==> src/design/s2d_pkg.sv <==
// shared constants, types and state codes for the signed decimal text converter
`default_nettype none
package s2d_pkg;

  // width of the signed input value
  localparam int VALUE_BITS = 32;
  // decimal digits needed for the largest magnitude, 2**(VALUE_BITS-1)
  localparam int NUM_DIGITS = (VALUE_BITS * 301) / 1000 + 1;
  localparam int DIGIT_W    = 4;
  localparam int CNT_W      = $clog2(VALUE_BITS);
  localparam int POS_W      = (NUM_DIGITS > 1) ? $clog2(NUM_DIGITS) : 1;

  localparam logic [7:0] CHAR_ZERO  = 8'h30;
  localparam logic [7:0] CHAR_MINUS = 8'h2D;
  localparam int         RADIX      = 10;
  // double dabble correction: digits at or above half the radix get this added
  localparam logic [DIGIT_W-1:0] BCD_LIMIT = DIGIT_W'(RADIX / 2);
  localparam logic [DIGIT_W-1:0] BCD_ADJ   = DIGIT_W'(16 - RADIX) >> 1;

  typedef enum logic [1:0] {
    S_IDLE,
    S_CONV,
    S_PREFIX,
    S_DIGITS
  } s2d_state_t;

  // control word broadcast to every digit cell
  typedef struct packed {
    logic clear;    // zero the digit
    logic convert;  // one double dabble step
    logic emit;     // take the lower neighbor's digit
  } s2d_cell_ctrl_t;

endpackage : s2d_pkg
`default_nettype wire

==> src/design/s2d_if.sv <==
// valid/ready channel interfaces for the converter input and output
`default_nettype none
interface s2d_in_if;
  import s2d_pkg::*;
  logic                         valid;
  logic                         ready;
  logic signed [VALUE_BITS-1:0] value;
  logic                         pad_two;
  modport source (output valid, output value, output pad_two, input ready);
  modport sink (input valid, input value, input pad_two, output ready);
endinterface : s2d_in_if

interface s2d_out_if;
  logic       valid;
  logic       ready;
  logic [7:0] out_char;
  logic       last;
  modport source (output valid, output out_char, output last, input ready);
  modport sink (input valid, input out_char, input last, output ready);
endinterface : s2d_out_if
`default_nettype wire

==> src/design/s2d_digit_cell.sv <==
// one bcd digit cell of the double dabble chain
`default_nettype none
module s2d_digit_cell (
  input  wire                             clk,
  input  wire  s2d_pkg::s2d_cell_ctrl_t   ctrl,
  input  wire                             bin_in,
  input  wire  [s2d_pkg::DIGIT_W-1:0]     dig_in,
  output logic                            bin_out,
  output logic [s2d_pkg::DIGIT_W-1:0]     digit
);
  import s2d_pkg::*;

  logic [DIGIT_W-1:0] corrected;

  // add-3 correction ahead of the shift
  always_comb begin
    corrected = (digit >= BCD_LIMIT) ? digit + BCD_ADJ : digit;
    bin_out   = corrected[DIGIT_W-1];
  end

  // digit register: clear, shift in a binary bit, or take the neighbor digit
  always_ff @(posedge clk) begin
    if (ctrl.clear) begin
      digit <= '0;
    end else if (ctrl.convert) begin
      digit <= {corrected[DIGIT_W-2:0], bin_in};
    end else if (ctrl.emit) begin
      digit <= dig_in;
    end
  end

endmodule : s2d_digit_cell
`default_nettype wire

==> src/design/signed_int_to_decimal_ascii_core.sv <==
// Signed integer to decimal ASCII converter, top level.
// Sequence: a load in idle, then double dabble conversion through the digit cell
// chain, then leading zeros are skipped and the characters are sent one by one.
// One item at a time: a new value is taken only once its last character is sent.
// The bit counter cnt, not the binary shift register, sets the conversion length.
// Reset (rst, synchronous, active high) returns to idle; the digit cells need none.
`default_nettype none
module signed_int_to_decimal_ascii_core (
  input  wire       clk,
  input  wire       rst,
  s2d_in_if.sink    din,
  s2d_out_if.source dout
);
  import s2d_pkg::*;

  s2d_state_t              state, state_next;
  logic [VALUE_BITS-1:0]   mag;
  logic [CNT_W-1:0]        cnt;
  logic [POS_W-1:0]        pos;
  logic                    started;
  logic                    neg;
  logic                    need_prefix;
  logic [VALUE_BITS-1:0]   load_mag;
  logic                    load_neg;
  logic                    in_xfer;
  logic                    out_xfer;
  logic                    top_zero;
  s2d_cell_ctrl_t          ctrl;
  logic [DIGIT_W-1:0]      digits [NUM_DIGITS];
  logic [NUM_DIGITS-1:0]   carry;

  assign in_xfer  = din.valid && din.ready;
  assign out_xfer = dout.valid && dout.ready;
  assign load_neg = din.value[VALUE_BITS-1];
  assign load_mag = load_neg ? (~din.value + VALUE_BITS'(1)) : din.value;
  assign top_zero = (digits[NUM_DIGITS-1] == '0);

  // chain of digit cells, least significant first
  for (genvar i = 0; i < NUM_DIGITS; i++) begin : g_cell
    s2d_digit_cell u_cell (
      .clk     (clk),
      .ctrl    (ctrl),
      .bin_in  ((i == 0) ? mag[VALUE_BITS-1] : carry[(i == 0) ? 0 : i-1]),
      .dig_in  ((i == 0) ? DIGIT_W'(0) : digits[(i == 0) ? 0 : i-1]),
      .bin_out (carry[i]),
      .digit   (digits[i])
    );
  end

  // state register
  always_ff @(posedge clk) begin
    if (rst) begin
      state <= S_IDLE;
    end else begin
      state <= state_next;
    end
  end

  // datapath registers
  always_ff @(posedge clk) begin
    if (in_xfer) begin
      mag         <= load_mag;
      neg         <= load_neg;
      need_prefix <= load_neg || (din.pad_two && (load_mag < VALUE_BITS'(RADIX)));
      cnt         <= '0;
    end else if (state == S_CONV) begin
      mag <= {mag[VALUE_BITS-2:0], 1'b0};
      cnt <= cnt + CNT_W'(1);
    end
    if (state == S_CONV) begin
      pos     <= POS_W'(NUM_DIGITS - 1);
      started <= 1'b0;
    end else if (ctrl.emit) begin
      // only a sent digit ends leading zero suppression
      pos     <= pos - POS_W'(1);
      started <= started || out_xfer;
    end
  end

  // next state, cell control and output
  always_comb begin
    state_next    = state;
    ctrl          = '0;
    din.ready     = 1'b0;
    dout.valid    = 1'b0;
    dout.out_char = CHAR_ZERO + {4'b0000, digits[NUM_DIGITS-1]};
    dout.last     = 1'b0;
    unique case (state)
      S_IDLE: begin
        din.ready = 1'b1;
        if (din.valid) begin
          ctrl.clear = 1'b1;
          state_next = S_CONV;
        end
      end
      S_CONV: begin
        ctrl.convert = 1'b1;
        if (cnt == CNT_W'(VALUE_BITS - 1)) begin
          state_next = need_prefix ? S_PREFIX : S_DIGITS;
        end
      end
      S_PREFIX: begin
        dout.valid    = 1'b1;
        dout.out_char = neg ? CHAR_MINUS : CHAR_ZERO;
        if (dout.ready) begin
          state_next = S_DIGITS;
        end
      end
      S_DIGITS: begin
        if (!started && top_zero && (pos != '0)) begin
          // leading zero, drop it
          ctrl.emit = 1'b1;
        end else begin
          dout.valid = 1'b1;
          dout.last  = (pos == '0);
          if (dout.ready) begin
            ctrl.emit = 1'b1;
            if (pos == '0) begin
              state_next = S_IDLE;
            end
          end
        end
      end
      default: state_next = S_IDLE;
    endcase
  end

endmodule : signed_int_to_decimal_ascii_core
`default_nettype wire

==> src/flat_wrapper.sv <==
// flat-port wrapper written by rule: the top's interface ports become plain ports
module signed_int_to_decimal_ascii_core_flat import s2d_pkg::*;
  (clk, rst, din_valid, din_value, din_pad_two, din_ready, dout_valid, dout_out_char, dout_last, dout_ready);
  s2d_in_if din_i ();
  s2d_out_if dout_i ();
  input  wire clk;
  input  wire rst;
  input wire logic [$bits(din_i.valid)-1:0] din_valid;
  input wire logic [$bits(din_i.value)-1:0] din_value;
  input wire logic [$bits(din_i.pad_two)-1:0] din_pad_two;
  output wire logic [$bits(din_i.ready)-1:0] din_ready;
  output wire logic [$bits(dout_i.valid)-1:0] dout_valid;
  output wire logic [$bits(dout_i.out_char)-1:0] dout_out_char;
  output wire logic [$bits(dout_i.last)-1:0] dout_last;
  input wire logic [$bits(dout_i.ready)-1:0] dout_ready;
  assign din_i.valid = din_valid;
  assign din_i.value = din_value;
  assign din_i.pad_two = din_pad_two;
  assign din_ready = din_i.ready;
  assign dout_valid = dout_i.valid;
  assign dout_out_char = dout_i.out_char;
  assign dout_last = dout_i.last;
  assign dout_i.ready = dout_ready;
  signed_int_to_decimal_ascii_core u_core (.clk(clk), .rst(rst), .din(din_i), .dout(dout_i));
endmodule
==> config.mk <==
export PLATFORM = sky130hd
export DESIGN_NAME = signed_int_to_decimal_ascii_core_flat
export DESIGN_NICKNAME = d
export VERILOG_FILES = /design/src/design/s2d_pkg.sv /design/src/design/s2d_if.sv /design/src/design/s2d_digit_cell.sv /design/src/design/signed_int_to_decimal_ascii_core.sv /design/src/flat_wrapper.sv
export SDC_FILE = /design/constraint.sdc
export NUM_CORES = 1
export LEC_CHECK = 0
export BUFFER_PORTS_ARGS = -buffer_cell sky130_fd_sc_hd__buf_4
export CAP_MARGIN = 10
export CORE_UTILIZATION = 30
export CTS_CLUSTER_SIZE = 12
export DETAILED_ROUTE_END_ITERATION = 7
export SLEW_MARGIN = 20
export SYNTH_ARGS = -nofsm -noshare
export SYNTH_HDL_FRONTEND = slang
export SYNTH_HIERARCHICAL = 1
export SYNTH_SLANG_ARGS = --single-unit
export TNS_END_PERCENT = 5
==> constraint.sdc <==
create_clock -name clk -period 4.7 [get_ports clk]
set_clock_uncertainty 0.05 [all_clocks]
set_input_delay 0 -clock clk [delete_from_list [all_inputs] [get_ports clk]]
set_output_delay 0 -clock clk [all_outputs]
set_load 0.02 [all_outputs]
==> flow_metrics.env, run 1 <==
export IMPL_worstSetupEndpointType="flop"
export IMPL_drc=0
export IMPL_syn_to_final_growth_pct=14.59
export IMPL_cts_clk_slew_worst_paths_ps=70
export IMPL_post_route_min_period_ps=2931
export IMPL_cap_violations=0
export IMPL_synth_area_um2=5882
export IMPL_multi_input_area_um2=3537
export IMPL_post_cts_setup_buffers=0
export IMPL_critPathMaxFanout=34
export IMPL_clock_sinks=86
export IMPL_antenna_found_initial=0
export IMPL_drv_slew=0
export IMPL_finalCritPeriodShare=0.6235
export IMPL_nFillCells=1983
export IMPL_critPathKind="reg -> reg"
export IMPL_p_leak_nw=2.307
export IMPL_portBuffers=44
export IMPL_peakVddDrop_mv=0.1664
export IMPL_pin_count=48
export IMPL_die_area_um2=20170
export IMPL_cp_arrival_ps=3090
export IMPL_reg2reg_depth=9
export IMPL_hp_class="in -> reg"
export IMPL_postPlaceCellArea_um2=6424
export IMPL_overflow=0
export IMPL_grtUsageTotal=0.1366
export IMPL_rr_endpoint="u_core/g_cell[6].u_cell/digit[0]"
export IMPL_vias=5023
export IMPL_ant_nets=0
export IMPL_wl_per_cell_um=13.38
export IMPL_min_path_cells=3
export IMPL_netlist_instances=692
export IMPL_total_power_mw=3.397
export IMPL_worst_slew_pin_slew_ps=901.6
export IMPL_core_um2=18960
export IMPL_drtIter0Drc=332
export IMPL_grt_pass1_vias=4484
export IMPL_power_density_nw_per_um2=504.1
export IMPL_synth_area_per_cell_um2=8.500
export IMPL_cts_made_buffers=9
export IMPL_die_w_um=142.0
export IMPL_drive_gt1_frac=0.1233
export IMPL_setup_viol=0
export IMPL_drt_first_pass_iters=4
export IMPL_root_buffer="clkbuf_16"
export IMPL_cp_start_kind="flop"
export IMPL_ys_warn_count=6
export IMPL_rrSetupSlack_ps=1770
export IMPL_relSlewSlack=0.3975
export IMPL_fin_nets=790
export IMPL_rr_startpoint="u_core/g_cell[9].u_cell/digit[0]"
export IMPL_hold_viol_final=0
export IMPL_fmax_ghz=0.3412
export IMPL_startpoint="u_core/g_cell[9].u_cell/digit[0]"
export IMPL_cts_buffer_depth=2
export IMPL_start_util=0.3103
export IMPL_place_congestion=0.8118
export IMPL_final_cell_area_um2=6740
export IMPL_dp_hpwl_mm=9.127
export IMPL_viasPerCell=5.074
export IMPL_grt_max_degree=78
export IMPL_n_antenna_cell=0
export IMPL_grt_pass1_wl_mm=22.16
export IMPL_routed_wl_mm=13.24
export IMPL_required_ps=4860
export IMPL_final_seq_area_um2=2062
export IMPL_clkLatencyLatePin_ps=340
export IMPL_crit_end="u_core/g_cell[6].u_cell/digit[0]"
export IMPL_final_util=0.3556
export IMPL_tritoncts="yes"
export IMPL_post_cts_resized=0
export IMPL_htreeDepth=3
export IMPL_num_rows=50
export IMPL_fp_dieH_um=142.0
export IMPL_status="complete, no violations"
export IMPL_fin_setup_tns_ps=0
export IMPL_rsz0062_at_grt="false"
==> critical path, cell delays in order (launching register included) <==
cell,delay [ps]
dfxtp_1,370
or4_1,520
nor3_1,200
nor2_1,100
nor2_4,690
buf_4,360
mux2i_1,200
nor2_1,60
a21oi_1,180
nor2_1,60
==> cells in the final DEF (no fill, tap or decap), types with 9 or more instances in the layout <==
master / instances
a21oi_1: 67
a21oi_2: 10
a221oi_1: 12
a31oi_1: 12
buf_4: 48
clkbuf_16: 10
dfxtp_1: 52
edfxtp_1: 34
ha_1: 27
inv_1: 36
mux2i_1: 24
nand2_1: 53
nand2b_1: 15
nand4b_1: 10
nor2_1: 89
nor3b_1: 12
o21a_1: 10
o21ai_0: 46
o311ai_1: 10
or2b_1: 9
or4b_1: 11
xnor2_1: 9
xor2_1: 26
==> registers in the layout, summed over array words and instances (netlist names) <==
| signal | cells |
|---|---|
| u_core/need_prefix | 1 |
| u_core/state | 2 |
| u_core/started | 1 |
| u_core/g_cell.u_cell/digit | 40 |
| u_core/neg | 1 |
| u_core/mag | 32 |
| u_core/pos | 4 |
| u_core/cnt | 5 |
==> report_power, final <==
part           total, mW  switching (mW)  leakage (nW)  internal [mW]
Sequential          1.34           0.201         0.750           1.13
Combinational       1.37           0.840          1.42          0.530
Clock              0.692           0.304         0.133          0.389
Total               3.40            1.34          2.31           2.05
==> stage by stage <==
step / hold slack, ps / std cells / setup slack (ps)
floorplan: 22.38 / 697 / 571.3
global placement: 131.4 / 971 / 1842
detailed placement: 133.2 / 971 / 1790
CTS: 3.600 / 990 / 1748
global route: 13.69 / 990 / 1504
finish: 20.39 / 990 / 1769
==> area by class of cell <==
| class | count | area share |
|---|---|---|
| clock buffers | 11 | 0.03768 |
| clock inverters | 5 | 0.004826 |
| inverters | 37 | 0.02061 |
| multi-input cells | 540 | 0.5248 |
| flip-flops and latches | 86 | 0.3059 |
| well taps | 260 | 0.04826 |
| repair buffers | 51 | 0.05792 |
==> metal layers <==
layer | wire, um | track usage | share of wire | vias up
li1 | - | - | - | 2563
met1 | 6695 | 0.1929 | 0.51 | 2343
met2 | 5789 | 0.2041 | 0.44 | 106
met3 | 593 | 0.03634 | 0.045 | 11
met4 | 165 | 0.03452 | 0.012 | 0
met5 | 0 | 0 | 0 | -
==> worst min path at each step <==
stage	endpoint	slack [ps]	startpoint
3_3_place_gp	u_core/state[1]	130	rst
5_1_grt	u_core/mag[20]	10	din_value[20]
6_report	u_core/mag[26]	20	din_value[26]
2_1_floorplan	u_core/state[1]	20	rst
3_5_place_dp	u_core/state[1]	130	rst
4_1_cts	u_core/mag[20]	4	din_value[20]
==> timing repair <==
action	in CTS	in global routing
hold endpoints to repair	4	0
hold buffers	3	0
setup endpoints to repair	0	0
Power figures use the tool's default switching activity.
==> run 2, diff against run 1 <==
- clock period: 4.7 -> 2.6 ns (I/O delays scaled with it)
==> flow_metrics.env, run 2 (synthesis gave the netlist of run 1 again) <==
export IMPL_status="complete, no violations"
export IMPL_start_util=0.3103
export IMPL_wl_per_cell_um=13.45
export IMPL_hp_class="in -> reg"
export IMPL_hold_viol_final=0
export IMPL_fmax_ghz=0.4398
export IMPL_fin_nets=806
export IMPL_critPathMaxFanout=15
export IMPL_cp_arrival_ps=2450
export IMPL_required_ps=2780
export IMPL_die_area_um2=20170
export IMPL_mostFrequentLayoutCell="nor2_1"
export IMPL_drive_gt1_frac=0.1367
export IMPL_core_um2=18960
export IMPL_worstSetupEndpointType="flop"
export IMPL_cp_start_kind="flop"
export IMPL_drtIter0Drc=260
export IMPL_finalCritPeriodShare=0.8744
export IMPL_grtUsageTotal=0.1395
export IMPL_n_antenna_cell=0
export IMPL_final_util=0.3651
export IMPL_cts_hold_buf=4
export IMPL_power_frac_seq=0.380
export IMPL_power_density_nw_per_um2=910.5
export IMPL_grt_pass1_vias=4781
export IMPL_cts_made_buffers=9
export IMPL_drt_first_pass_iters=6
export IMPL_cts_buffer_depth=2
export IMPL_peakVddDrop_mv=0.4692
export IMPL_switching_share=0.3883
export IMPL_die_w_um=142.0
export IMPL_p_sw_mw=2.447
export IMPL_p_int_mw=3.855
export IMPL_worst_slew_pin_slew_ps=607.6
export IMPL_most_common_layout_cells="89 x nor2_1, 67 x a21oi_1, 57 x buf_4"
export IMPL_drc=0
export IMPL_ant_nets=0
export IMPL_cts_clk_slew_worst_paths_ps=60
export IMPL_post_route_min_period_ps=2274
export IMPL_htreeDepth=3
export IMPL_num_rows=50
export IMPL_clkLatencyLatePin_ps=340
export IMPL_fp_dieH_um=142.0
export IMPL_grt_pass1_wl_mm=22.88
export IMPL_place_congestion=0.8805
export IMPL_top_register="u_core/g_cell.u_cell/digit"
export IMPL_drv_slew=0
export IMPL_syn_to_final_growth_pct=17.68
export IMPL_clkPwrFrac=0.194
export IMPL_relSlewSlack=0.5912
export IMPL_largest_register_ffs=40
export IMPL_viasPerCell=5.064
export IMPL_tritoncts="yes"
export IMPL_post_cts_resized=0
export IMPL_hold_ws_ps=20.58
export IMPL_vias=5094
export IMPL_largestRegisters="u_core/g_cell.u_cell/digit (40), u_core/mag (32), u_core/cnt (5)"
export IMPL_setup_viol=0
export IMPL_pin_count=48
export IMPL_overflow=0
export IMPL_portBuffers=44
export IMPL_dp_hpwl_mm=9.500
export IMPL_clock_sinks=86
export IMPL_root_buffer="clkbuf_16"
export IMPL_p_comb_frac=0.425
export IMPL_cap_violations=0
export IMPL_rsz0062_at_grt="false"
export IMPL_post_cts_setup_buffers=0
export IMPL_antenna_found_initial=0
export IMPL_nFillCells=1965
export IMPL_routed_wl_mm=13.53
export IMPL_grt_max_degree=46
export IMPL_critPathKind="reg -> reg"
export IMPL_p_leak_nw=2.409
## run 2: area by class of cell
class / instances / area [um^2] / area share
inverter: 37 / 138.9 / 0.02007
clock inverter: 3 / 18.77 / 0.002711
sequential: 86 / 2062 / 0.2979
tap: 260 / 325.3 / 0.04700
clock buffer: 13 / 261.5 / 0.03778
multi-input combinational: 540 / 3537 / 0.5110
timing repair buffer: 67 / 578.1 / 0.08351
## run 2: metal layers
metal / up-vias / GRT usage / routed length [um]
li1: 2607 / - / -
met1: 2395 / 0.1937 / 6961
met2: 79 / 0.2196 / 6007
met3: 13 / 0.03096 / 421
met4: 0 / 0.03056 / 142
met5: - / 0 / 0
## run 2: worst paths after layout
path / start / endpoint / slack [ps] / depth (start not counted)
worst max register to register: u_core/g_cell[9].u_cell/digit[0] / u_core/pos[3] / 330 / 8
worst max-delay path: u_core/g_cell[9].u_cell/digit[0] / u_core/pos[3] / 330 / 8
worst min register to register: u_core/mag[31] / u_core/g_cell[0].u_cell/digit[0] / 440 / 2
worst min-delay path: din_value[26] / u_core/mag[26] / 20 / 3
## run 2: worst max-delay path: stages, from the launching register on
cell	delay, ps
dfxtp_1	360
or4_1	510
nor3_1	210
nor2_1	110
nor2_4	120
buf_4	250
nor4b_1	320
xnor2_1	160
nand2b_1	70
## run 2: metrics by stage
stage	cells	setup TNS [ps]	power, mW	setup WS (ps)	area (um^2)
after floorplan	697	-65.21	4.317	-65.21	5909
after global placement	985	0	5.068	204.9	6591
after detailed placement	985	0	5.106	191.0	6591
after CTS	1005	0	6.366	287.6	6912
after global routing	1006	0	6.810	109.8	6922
final	1006	0	6.302	326.5	6922
## run 2: power by group through the flow
stage          Clock, mW  Sequential, mW  Combinational [mW]
2_1_floorplan          0            2.32                2.00
4_1_cts             1.26            2.40                2.70
6_report            1.23            2.40                2.68
3_3_place_gp           0            2.42                2.65
5_1_grt             1.32            2.47                3.01
3_5_place_dp           0            2.43                2.68
==> run 3, diff against run 2 <==
- CTS_CLUSTER_SIZE: 12 -> not set
- RECOVER_POWER: not set -> 50
==> flow_metrics.env, run 3 (synthesis gave the netlist of run 1 again) <==
export IMPL_top_register="u_core/g_cell.u_cell/digit"
export IMPL_num_rows=50
export IMPL_drt_first_pass_iters=4
export IMPL_tritoncts="yes"
export IMPL_setup_viol=0
export IMPL_fin_nets=806
export IMPL_fmax_ghz=0.4280
export IMPL_mostFrequentLayoutCell="nor2_1"
export IMPL_die_w_um=142.0
export IMPL_viasPerCell=5.066
export IMPL_cts_made_buffers=9
export IMPL_min_path_cells=3
export IMPL_vias=5096
export IMPL_power_density_nw_per_um2=902.9
export IMPL_clock_sinks=86
export IMPL_cpMaxStageDelayCell="or4b_1"
export IMPL_largest_register_ffs=40
export IMPL_hp_class="in -> reg"
export IMPL_hold_viol_final=0
export IMPL_final_cell_area_um2=6834
export IMPL_cp_arrival_ps=2540
export IMPL_post_cts_resized=0
export IMPL_required_ps=2800
export IMPL_antenna_found_initial=0
export IMPL_grt_pass1_vias=4781
export IMPL_die_area_um2=20170
export IMPL_cts_clk_slew_worst_paths_ps=70
export IMPL_use_met1=0.1937
export IMPL_core_um2=18960
export IMPL_cpPeakStageDelay_ps=620
export IMPL_status="complete, no violations"
export IMPL_fp_dieH_um=142.0
export IMPL_routed_wl_mm=13.50
export IMPL_dp_hpwl_mm=9.500
export IMPL_relSlewSlack=0.4640
export IMPL_cap_violations=0
export IMPL_p_leak_nw=2.355
export IMPL_grt_busiest_layer="met2"
export IMPL_peakVddDrop_mv=0.4708
export IMPL_rrSetupSlack_ps=260
export IMPL_htreeDepth=3
export IMPL_drc=0
export IMPL_syn_to_final_growth_pct=16.19
export IMPL_worstSetupEndpointType="flop"
export IMPL_finalCritPeriodShare=0.8987
export IMPL_grtUsageTotal=0.1395
export IMPL_crit_family="simple AND/OR/NAND/NOR gates"
export IMPL_grt_pass1_wl_mm=22.88
export IMPL_crit_chain="inv_1 -> ha_1 -> and2_4 -> clkbuf_2 -> or4b_1 -> o311ai_1"
export IMPL_most_common_layout_cells="89 x nor2_1, 67 x a21oi_1, 53 x nand2_1"
export IMPL_dp_slack_ps=191.0
export IMPL_drive_gt1_frac=0.1206
export IMPL_cts_buffer_depth=2
export IMPL_gr_usage_met3=0.03096
export IMPL_pin_count=48
export IMPL_critPathKind="reg -> reg"
export IMPL_clkLatencyLatePin_ps=340
export IMPL_ant_nets=0
export IMPL_grt_max_degree=46
export IMPL_root_buffer="clkbuf_16"
export IMPL_critPathBufInv=2
export IMPL_place_congestion=0.8805
export IMPL_n_antenna_cell=0
export IMPL_start_util=0.3103
export IMPL_largestRegisters="u_core/g_cell.u_cell/digit (40), u_core/mag (32), u_core/cnt (5)"
export IMPL_rsz0062_at_grt="false"
export IMPL_cp_start_kind="flop"
export IMPL_reg2reg_depth=6
export IMPL_drv_slew=0
export IMPL_setup_ws_ps=263.5
export IMPL_critPathMaxFanout=38
export IMPL_wl_per_cell_um=13.42
export IMPL_drtIter0Drc=268
export IMPL_postPlaceCellArea_um2=6591
export IMPL_post_route_min_period_ps=2337
export IMPL_crit_cells=6
export IMPL_worst_slew_pin_slew_ps=804.0
export IMPL_portBuffers=44
export IMPL_overflow=0
export IMPL_grtUsageMet2=0.2196
run 3: cell types whose count changed in the layout (fill, tap and decap cells not counted), sizes merged:
cell,before,now
buf,62,49
clkbuf,13,26
run 3: final cells by class:
| cell class | count | area [um^2] |
|---|---|---|
| inverters | 37 | 138.9 |
| well taps | 260 | 325.3 |
| clock buffers | 13 | 261.5 |
| clock inverters | 3 | 18.77 |
| multi-input cells | 540 | 3517 |
| repair buffers | 67 | 510.5 |
| flip-flops and latches | 86 | 2062 |
| fillers | 1981 | 12120 |
run 3: layer usage:
layer,part of all wire,vias to the layer above
met3,0.041,13
met1,0.50,2385
met5,0,-
met2,0.44,94
met4,0.011,0
li1,-,2604
run 3: metrics by stage:
step	util	cells	power (mW)	hold WS [ps]	setup TNS (ps)
2_1_floorplan	-	697	4.317	22.38	-65.21
3_3_place_gp	0.3477	985	5.068	132.1	0
3_5_place_dp	0.3477	985	5.106	127.5	0
4_1_cts	0.3646	1005	6.366	2.397	0
5_1_grt	0.3605	1006	6.684	40.91	0
6_report	0.3605	1006	6.170	21.17	0
run 3: worst paths after layout:
kind	start	endpoint
max	u_core/state[1]	u_core/g_cell[0].u_cell/digit[1]
min	din_value[26]	u_core/mag[26]
max reg2reg	u_core/state[1]	u_core/g_cell[0].u_cell/digit[1]
min reg2reg	u_core/mag[31]	u_core/g_cell[0].u_cell/digit[0]
run 3: where the power goes:
part | internal (mW) | leakage [nW] | switching (mW)
Combinational | 0.995 | 1.47 | 1.55
Sequential | 2.05 | 0.750 | 0.349
Clock | 0.705 | 0.139 | 0.518
Total | 3.75 | 2.36 | 2.42
run 3: worst reg2reg max path, stage by stage (launching register included):
cell and delay (ps):
dfxtp_1 400, inv_1 90, ha_1 250, and2_4 280, clkbuf_2 460, or4b_1 620
o311ai_1 90
run 3: repair_timing:
| action | in CTS | in global routing |
|---|---|---|
| setup buffers | 0 | 0 |
| hold buffers | 4 | 1 |
| setup endpoints to repair | 0 | 0 |
| endpoints found under the hold margin | 5 | 1 |
